**src/rtl/edmc_pkg.sv**
```systemverilog
// shared types, constants and the microcode rom for the encoder distance motor controller
// used by edmc_seq and encoder_distance_motor_ctrl; no dependencies
package edmc_pkg;

    localparam int UPC_W = 4;

    localparam logic [7:0]  STRAIGHT_TAG   = 8'hFF;
    localparam logic [31:0] TURN_MASK      = 32'hF0F0_0000;
    localparam logic [7:0]  CODE_LEFT      = 8'hF0;
    localparam logic [7:0]  CODE_RIGHT     = 8'h0F;

    localparam logic [31:0] QUAD_LIN       = 32'd69003;
    localparam logic [31:0] QUAD_OFFSET    = 32'd16480;
    localparam logic [31:0] STRAIGHT_DIV   = 32'd10000;
    localparam logic [31:0] TURN_MUL       = 32'd100;
    localparam logic [31:0] TURN_DIV       = 32'd173;
    // floor(2^32 / divisor): estimate is exact or one low
    localparam logic [31:0] RECIP_STRAIGHT = 32'd429496;
    localparam logic [31:0] RECIP_TURN     = 32'd24826400;

    localparam logic [15:0] PWM_RESET      = 16'd75;
    localparam logic [15:0] PWM_MAX        = 16'hFFFF;
    localparam logic [7:0]  MARGIN_RESET   = 8'd1;

    localparam logic [UPC_W-1:0] STEP_DISPATCH = 4'd0;
    localparam logic [UPC_W-1:0] STEP_STRAIGHT = 4'd1;
    localparam logic [UPC_W-1:0] STEP_TURN     = 4'd7;
    localparam logic [UPC_W-1:0] STEP_FIN      = 4'd11;

    typedef enum logic [1:0] {
        A_D,
        A_PROD_LO,
        A_PROD_HI,
        A_ACC
    } a_sel_t;

    typedef enum logic [2:0] {
        B_D6,
        B_QUAD_LIN,
        B_TURN_MUL,
        B_STRAIGHT_DIV,
        B_TURN_DIV,
        B_RECIP_STRAIGHT,
        B_RECIP_TURN
    } b_sel_t;

    typedef enum logic [1:0] {
        ACC_HOLD,
        ACC_LOAD,
        ACC_SUM
    } acc_op_t;

    typedef enum logic [1:0] {
        J_NEXT,
        J_GOTO,
        J_DISPATCH
    } jmp_t;

    typedef enum logic {
        DIV_STRAIGHT,
        DIV_TURN
    } div_sel_t;

    typedef struct packed {
        a_sel_t           a_sel;
        b_sel_t           b_sel;
        logic             mul_en;
        acc_op_t          acc_op;
        logic             quot_ld;
        logic             rem_ld;
        div_sel_t         div_sel;
        jmp_t             jmp;
        logic [UPC_W-1:0] target;
        logic             fin;
    } ctrl_t;

    typedef struct packed {
        logic is_straight;
        logic is_turn;
        logic out_blocked;
    } seq_cond_t;

    function automatic ctrl_t micro_rom(input logic [UPC_W-1:0] addr);
        ctrl_t w;
        w = '0;
        unique case (addr)
            4'd0: begin
                w.jmp = J_DISPATCH;
            end
            // straight: q = 6*d*d + 69003*d - 16480, then q / 10000
            4'd1: begin
                w.a_sel = A_D;
                w.b_sel = B_D6;
                w.mul_en = 1'b1;
            end
            4'd2: begin
                w.acc_op = ACC_LOAD;
                w.a_sel = A_D;
                w.b_sel = B_QUAD_LIN;
                w.mul_en = 1'b1;
            end
            4'd3: begin
                w.acc_op = ACC_SUM;
            end
            4'd4: begin
                w.a_sel = A_ACC;
                w.b_sel = B_RECIP_STRAIGHT;
                w.mul_en = 1'b1;
            end
            4'd5: begin
                w.quot_ld = 1'b1;
                w.a_sel = A_PROD_HI;
                w.b_sel = B_STRAIGHT_DIV;
                w.mul_en = 1'b1;
            end
            4'd6: begin
                w.rem_ld = 1'b1;
                w.div_sel = DIV_STRAIGHT;
                w.jmp = J_GOTO;
                w.target = STEP_FIN;
            end
            // turn: (d*100) / 173
            4'd7: begin
                w.a_sel = A_D;
                w.b_sel = B_TURN_MUL;
                w.mul_en = 1'b1;
            end
            4'd8: begin
                w.acc_op = ACC_LOAD;
                w.a_sel = A_PROD_LO;
                w.b_sel = B_RECIP_TURN;
                w.mul_en = 1'b1;
            end
            4'd9: begin
                w.quot_ld = 1'b1;
                w.a_sel = A_PROD_HI;
                w.b_sel = B_TURN_DIV;
                w.mul_en = 1'b1;
            end
            4'd10: begin
                w.rem_ld = 1'b1;
                w.div_sel = DIV_TURN;
            end
            4'd11: begin
                w.fin = 1'b1;
            end
            default: begin
                w.fin = 1'b1;
            end
        endcase
        return w;
    endfunction

endpackage

```
**src/rtl/edmc_seq.sv**
```systemverilog
// microcode sequencer: step counter, control rom lookup and jump logic
// depends on edmc_pkg
module edmc_seq (
    input  logic                aclk,
    input  logic                aresetn,
    input  logic                start,
    input  edmc_pkg::seq_cond_t cond,
    output logic                busy,
    output logic                step_en,
    output edmc_pkg::ctrl_t     ctrl
);
    import edmc_pkg::*;

    logic             busy_reg;
    logic [UPC_W-1:0] upc_reg;
    logic [UPC_W-1:0] upc_next;

    assign ctrl    = micro_rom(upc_reg);
    // the finishing step waits while the previous result word is still held
    assign step_en = busy_reg && !(ctrl.fin && cond.out_blocked);
    assign busy    = busy_reg;

    always_comb begin
        unique case (ctrl.jmp)
            J_NEXT:   upc_next = upc_reg + 1'b1;
            J_GOTO:   upc_next = ctrl.target;
            J_DISPATCH: begin
                priority if (cond.is_turn) begin
                    upc_next = STEP_TURN;
                end else if (cond.is_straight) begin
                    upc_next = STEP_STRAIGHT;
                end else begin
                    upc_next = STEP_FIN;
                end
            end
            default:  upc_next = STEP_FIN;
        endcase
    end

    always_ff @(posedge aclk) begin
        if (!aresetn) begin
            busy_reg <= 1'b0;
            upc_reg  <= STEP_DISPATCH;
        end else if (!busy_reg) begin
            if (start) begin
                busy_reg <= 1'b1;
                upc_reg  <= STEP_DISPATCH;
            end
        end else if (step_en) begin
            if (ctrl.fin) begin
                busy_reg <= 1'b0;
            end else begin
                upc_reg <= upc_next;
            end
        end
    end

endmodule

```
**src/rtl/encoder_distance_motor_ctrl.sv**
```systemverilog
// encoder distance motor controller top level: handshakes, datapath and wheel state
// depends on edmc_pkg and edmc_seq
//
// channel   dir  handshake           payload
// s_        in   s_tvalid/s_tready   event word, 32 bits
// m_        out  m_tvalid/m_tready   result word, 51 bits in 56
// cfg_      in   cfg_valid/cfg_ready balance margin, 8 bits
//
// a word that carries no command runs only the dispatch and finishing steps; a turn
// command runs steps 7 to 10 and a straight command steps 1 to 6 between them; the
// microcode steps through one shared 32x32 multiplier, one product a cycle.
// reset: synchronous, active low; pwm 75, margin 1, counts zero, stopped set.
// a new word is taken once the program ends; the last step waits only while the
// previous result word is still waiting on m_tready.
module encoder_distance_motor_ctrl (
    input  logic        aclk,
    input  logic        aresetn,
    input  logic        s_tvalid,
    output logic        s_tready,
    input  logic [31:0] s_tdata,   // [31:0] event_word
    output logic        m_tvalid,
    input  logic        m_tready,
    output logic [55:0] m_tdata,   // [0] stop_event, [1] pwm_update,
                                   // [17:2] right_pulse_width, [49:18] ticks_left_to_go,
                                   // [50] is_stopped, [55:51] zero
    input  logic        cfg_valid,
    output logic        cfg_ready,
    input  logic [7:0]  cfg_data
);
    import edmc_pkg::*;

    logic        busy;
    logic        step_en;
    ctrl_t       ctrl;
    seq_cond_t   cond;
    logic        fin_fire;

    logic [31:0] word_reg;
    logic [63:0] prod_reg;
    logic [31:0] acc_reg;
    logic [31:0] quot_reg;
    logic [31:0] rem_reg;
    logic [31:0] left_reg;
    logic [31:0] right_reg;
    logic [15:0] pwm_reg;
    logic        stopped_reg;
    logic [7:0]  margin_reg;
    logic        m_tvalid_reg;
    logic [55:0] m_tdata_reg;

    logic [15:0] d;
    logic [7:0]  code;
    logic [31:0] op_a;
    logic [31:0] op_b;
    logic [63:0] mul_w;
    logic [31:0] divisor;
    logic [31:0] rmd;
    logic [31:0] quot_fix;

    logic [31:0] rem_next;
    logic [31:0] left_next;
    logic [31:0] right_next;
    logic [15:0] pwm_next;
    logic        stopped_next;
    logic        stop_ev;
    logic        upd;
    logic        right_lead;
    logic        left_lead;

    assign d    = word_reg[15:0];
    assign code = word_reg[15:8];

    assign cond.is_straight = (word_reg[31:24] == STRAIGHT_TAG);
    assign cond.is_turn     = ((word_reg & TURN_MASK) == TURN_MASK);
    assign cond.out_blocked = m_tvalid_reg && !m_tready;

    edmc_seq u_seq (
        .aclk    (aclk),
        .aresetn (aresetn),
        .start   (s_tvalid && s_tready),
        .cond    (cond),
        .busy    (busy),
        .step_en (step_en),
        .ctrl    (ctrl)
    );

    assign s_tready  = !busy;
    assign cfg_ready = 1'b1;
    assign m_tvalid  = m_tvalid_reg;
    assign m_tdata   = m_tdata_reg;
    assign fin_fire  = step_en && ctrl.fin;

    // shared multiplier operands
    always_comb begin
        unique case (ctrl.a_sel)
            A_D:       op_a = {16'b0, d};
            A_PROD_LO: op_a = prod_reg[31:0];
            A_PROD_HI: op_a = prod_reg[63:32];
            A_ACC:     op_a = acc_reg;
            default:   op_a = acc_reg;
        endcase
        unique case (ctrl.b_sel)
            B_D6:             op_b = {14'b0, d, 2'b0} + {15'b0, d, 1'b0};
            B_QUAD_LIN:       op_b = QUAD_LIN;
            B_TURN_MUL:       op_b = TURN_MUL;
            B_STRAIGHT_DIV:   op_b = STRAIGHT_DIV;
            B_TURN_DIV:       op_b = TURN_DIV;
            B_RECIP_STRAIGHT: op_b = RECIP_STRAIGHT;
            B_RECIP_TURN:     op_b = RECIP_TURN;
            default:          op_b = TURN_DIV;
        endcase
    end

    assign mul_w = {32'b0, op_a} * {32'b0, op_b};

    // quotient estimate is at most one low: one compare fixes it
    assign divisor  = (ctrl.div_sel == DIV_TURN) ? TURN_DIV : STRAIGHT_DIV;
    assign rmd      = acc_reg - prod_reg[31:0];
    assign quot_fix = quot_reg + {31'b0, (rmd >= divisor)};

    // tick, stop check and wheel balance of the finishing step
    always_comb begin
        rem_next   = rem_reg;
        left_next  = left_reg;
        right_next = right_reg;
        if (code == CODE_LEFT) begin
            left_next = left_reg + 32'd1;
            if (rem_reg != 32'd0) begin
                rem_next = rem_reg - 32'd1;
            end
        end else if (code == CODE_RIGHT) begin
            right_next = right_reg + 32'd1;
        end

        stop_ev      = 1'b0;
        stopped_next = stopped_reg;
        if (rem_next == 32'd0 && !stopped_reg) begin
            stopped_next = 1'b1;
            stop_ev      = 1'b1;
        end
        if (rem_next != 32'd0) begin
            stopped_next = 1'b0;
        end

        right_lead = {1'b0, right_next} > ({1'b0, left_next} + {25'b0, margin_reg});
        left_lead  = {1'b0, left_next} > ({1'b0, right_next} + {25'b0, margin_reg});
        upd        = right_lead || left_lead;
        pwm_next   = pwm_reg;
        priority if (right_lead) begin
            if (pwm_reg != 16'd0) begin
                pwm_next = pwm_reg - 16'd1;
            end
        end else if (left_lead) begin
            if (pwm_reg != PWM_MAX) begin
                pwm_next = pwm_reg + 16'd1;
            end
        end
        if (upd) begin
            left_next  = 32'd0;
            right_next = 32'd0;
        end
    end

    // payload registers, no reset needed
    always_ff @(posedge aclk) begin
        if (s_tvalid && s_tready) begin
            word_reg <= s_tdata;
        end
        if (step_en) begin
            if (ctrl.mul_en) begin
                prod_reg <= mul_w;
            end
            unique case (ctrl.acc_op)
                ACC_HOLD: acc_reg <= acc_reg;
                ACC_LOAD: acc_reg <= prod_reg[31:0];
                ACC_SUM:  acc_reg <= acc_reg + prod_reg[31:0] - QUAD_OFFSET;
                default:  acc_reg <= acc_reg;
            endcase
            if (ctrl.quot_ld) begin
                quot_reg <= prod_reg[63:32];
            end
        end
        if (fin_fire) begin
            m_tdata_reg <= {5'b0, stopped_next, rem_next, pwm_next, upd, stop_ev};
        end
    end

    // control and wheel state
    always_ff @(posedge aclk) begin
        if (!aresetn) begin
            rem_reg      <= 32'd0;
            left_reg     <= 32'd0;
            right_reg    <= 32'd0;
            pwm_reg      <= PWM_RESET;
            stopped_reg  <= 1'b1;
            margin_reg   <= MARGIN_RESET;
            m_tvalid_reg <= 1'b0;
        end else begin
            if (cfg_valid && cfg_ready) begin
                margin_reg <= cfg_data;
            end
            if (step_en && ctrl.rem_ld) begin
                rem_reg <= quot_fix;
            end
            if (fin_fire) begin
                rem_reg     <= rem_next;
                left_reg    <= left_next;
                right_reg   <= right_next;
                pwm_reg     <= pwm_next;
                stopped_reg <= stopped_next;
            end
            if (fin_fire) begin
                m_tvalid_reg <= 1'b1;
            end else if (m_tready) begin
                m_tvalid_reg <= 1'b0;
            end
        end
    end

    // a finished word never overwrites one still waiting
    a_no_overwrite: assert property (@(posedge aclk) disable iff (!aresetn)
        fin_fire |-> (!m_tvalid_reg || m_tready))
        else $error("result word overwritten");

    // after every item the stopped flag tracks a zero remaining count
    a_stopped_tracks: assert property (@(posedge aclk) disable iff (!aresetn)
        fin_fire |=> (stopped_reg == (rem_reg == 32'd0)))
        else $error("stopped flag out of step with remaining count");

    // a trim clears both wheel counts
    a_trim_clears: assert property (@(posedge aclk) disable iff (!aresetn)
        (fin_fire && upd) |=> (left_reg == 32'd0 && right_reg == 32'd0))
        else $error("tick counts not cleared after trim");

    // pwm moves only on the finishing step
    a_pwm_only_fin: assert property (@(posedge aclk) disable iff (!aresetn)
        !$past(fin_fire) |-> $stable(pwm_reg))
        else $error("pwm changed outside finishing step");

endmodule
```
**config.mk**
```make
export PLATFORM = sky130hd
export DESIGN_NAME = encoder_distance_motor_ctrl
export DESIGN_NICKNAME = d
export VERILOG_FILES = /design/src/rtl/edmc_pkg.sv /design/src/rtl/edmc_seq.sv /design/src/rtl/encoder_distance_motor_ctrl.sv
export SDC_FILE = /design/constraint.sdc
export NUM_CORES = 2
export LEC_CHECK = 0
export BUFFER_PORTS_ARGS = -buffer_cell sky130_fd_sc_hd__buf_4
export CAP_MARGIN = 0
export CORE_AREA = 2 2 375 377
export DETAILED_ROUTE_END_ITERATION = 10
export DIE_AREA = 0 0 377 379
export GPL_TIMING_DRIVEN = 0
export PLACE_DENSITY = 0.54
export SLEW_MARGIN = 20
export SYNTH_ARGS = -nofsm -noshare
export SYNTH_HDL_FRONTEND = slang
export SYNTH_SLANG_ARGS = --single-unit
```
**constraint.sdc**
```tcl
create_clock -name aclk -period 14.8 [get_ports aclk]
set_input_delay 1.48 -clock aclk [delete_from_list [all_inputs] [get_ports aclk]]
set_output_delay 1.48 -clock aclk [all_outputs]
set_load 0.1 [all_outputs]
```
==> impl_metrics.yaml <==
synth:
  yosysTopAreaCell: "fa_1"
  yosysUniqueCellTypes: 97
  synth_enable_flop_cells: 199
  avgSynthCellArea_um2: 8.67
  yosysSeqAreaShare_pct: 17.7
  syn-instance-count: 5561
  synthFlopType: "edfxtp_1"
  ys_ff_latch: 326
  yosysWarningCount: 0
  synth_area_um2: 48200
  synth-async-reset-ratio_pct: 0
  netlist_top_cells_area: "fa_1, edfxtp_1, ha_1, inv_1, dfxtp_1"
  synth.top_cell.area_share_pct: 27.4
global_routing:
  overflow: 0
  antenna_found_initial: 2
  grt_start_max_net_pins: 44
  grt_usage_pct: 22.3
  grt_pass1_vias: 39362
  grt_first_pass_wirelength_mm: 242
layout:
  multi_input_area_um2: 35000
  layout_common_cells: "inv_1, fa_1, nor2_1, nand2_1, ha_1"
  fill_cells: 14316
  layout-drive-gt1-share_pct: 4.45
  mostFrequentLayoutCell: "inv_1"
  largest_reg_flops: 60
  areaGrowthSynthToFinish_pct: 10.0
  insertedDiodeCount: 0
  layout.nets: 6912
  register_area_um2: 8520
clock_network:
  cts_tree: "done"
  post_cts_buffers: 0
  worstSkewPairLatency_ns: 0.62
  cts_htree_levels: 2
  cts-hold-fix-buffers: 0
  cts_resized: 0
  clockBufferDepth: 3
  clkSlewWorstSetupHoldPaths_ns: 0.06
  cts_root_buf: "clkbuf_16"
  cts_buffers: 42
  clock-sinks: 326
die:
  die_h_um: 379
  rows: 137
  core_um2: 139000
  ios: 104
  die_x_um: 377
  start_util_pct: 34.7
  die_area_um2: 143000
sta:
  skew_ns: 0.0188
  setup_viol: 0
  clock.fmax_mhz: 81.0
  timing.final.max_slew_violations: 0
  tightest_slew_ns: 1.22
  relSlewSlack_pct: 18.8
  period_share_pct: 83.5
  tns_ns: 0
  rsz0062_at_grt: "no"
  timing.final.hold_violations: 0
  fin_crit_ns: 12.35
drt:
  vias: 39232
  m1WireLength_mm: 70.2
  ant_nets: 0
  top_layer_used: "met5"
  dr_wl_met2_mm: 71.7
  routed-wl-met3_mm: 10.2
  drtIter0Drc: 3033
  viasPerCell: 5.16
  dr.pass1.iters: 6
  wire_per_inst_um: 20.9
  wl_mm: 158
  drc: 0
placed_design:
  port_buffers: 91
  gp_congestion: 0.960
  dp_hpwl_mm: 134
run_status:
  status: "finished clean"
setup_path:
  crit_type: "flop to flop"
  startpoint_type: "flop"
  required_ns: 15.15
  crit_path_frequent_cell: "fa_1"
  crit_arrival_ns: 12.70
  crit_path_max_fanout: 10
  slowest_stage: "nand2_1"
  slowest_delay_ns: 0.65
  cp-end-kind: "flop"
flow_run:
  maxCapViolCount: 0
min_path:
  min_path_type: "flop to flop"
## stage by stage
step / hold WS, ns / setup slack (ns) / instance area, um^2 / util (%) / instances
after floorplan: 0.427 / 5.36 / 48400 / - / 5617
after global placement: 0.450 / 2.84 / 51400 / 37.0 / 7515
after detailed placement: 0.460 / 2.76 / 51600 / 37.1 / 7521
after CTS: 0.468 / 2.73 / 53000 / 38.2 / 7599
after global routing: 0.498 / 2.03 / 53000 / 38.2 / 7599
final: 0.464 / 2.45 / 53000 / 38.2 / 7599
## synthesized netlist by cell type, types with 19 or more instances
cell         n
nor2b_1     23
nand2_1    527
nor3_1      85
a21o_1      97
dfxtp_1    127
xor2_1      85
o21bai_1    28
a22o_1      19
or2_2       19
a31oi_1     45
clkbuf_1   156
a211oi_1    50
nand2b_1    42
and2_1      42
o21ai_0    200
a21oi_1    249
ha_1       448
or3_1       27
mux2i_1     25
edfxtp_1   199
o21a_1      44
fa_1       661
nand4_1     62
nor2_1     536
nor4_1      39
and3_1      38
xnor2_1    189
inv_1     1119
nand3_1     85
## cell families (layout without fill, tap and decap cells)
logic type               Yosys count  after routing  synth area share (%)
AND/OR/NAND/NOR                 1606           1606                  15.4
multiplexers                      29             29                 0.613
buffers and inverters           1310           1485                  10.3
adder cells (fa/ha/maj)         1109           1109                  39.1
AO/OA/AOI/OAI                    905            905                  11.9
flip-flops                       326            326                  17.7
other                              2             58                0.0156
XOR/XNOR                         274            274                  4.98
## cell type report
type                       instances  share of cell area [%]
clock inverter                    32                   0.708
buffer                           190                    1.48
inverter                        1120                    7.93
sequential                       326                    16.1
timing repair buffer              97                    1.49
tap                             1807                    4.26
clock buffer                      46                    2.03
multi-input combinational       3981                    66.0
## worst paths after layout
path | start | endpoint | slack, ns | cells after the start
worst max-delay path | u_seq.upc_reg[0] | prod_reg[58] | 2.45 | 35
worst min-delay path | right_reg[27] | right_reg[27] | 0.46 | 1
worst max register to register | u_seq.upc_reg[0] | prod_reg[58] | 2.45 | 35
worst min register to register | right_reg[27] | right_reg[27] | 0.46 | 1
## layer usage
layer | track usage [%] | vias up
met5 | 0 | -
met4 | 8.09 | 2
met3 | 3.38 | 278
met2 | 36.1 | 1295
met1 | 30.2 | 19292
li1 | - | 18365
## worst max-delay path, delay by kind of cell, from the launching register on
kind | cells | cell delay [ns]
fa+ha+maj | 9 | 4.22
compound gates | 11 | 3.39
simple gates | 5 | 2.13
buf+inv | 9 | 1.83
flops | 1 | 0.36
xor+xnor | 1 | 0.16
Power is left out: the tool's default activity adds up to more than one toggle a clock period on the data nets, which glitch-free logic cannot reach.
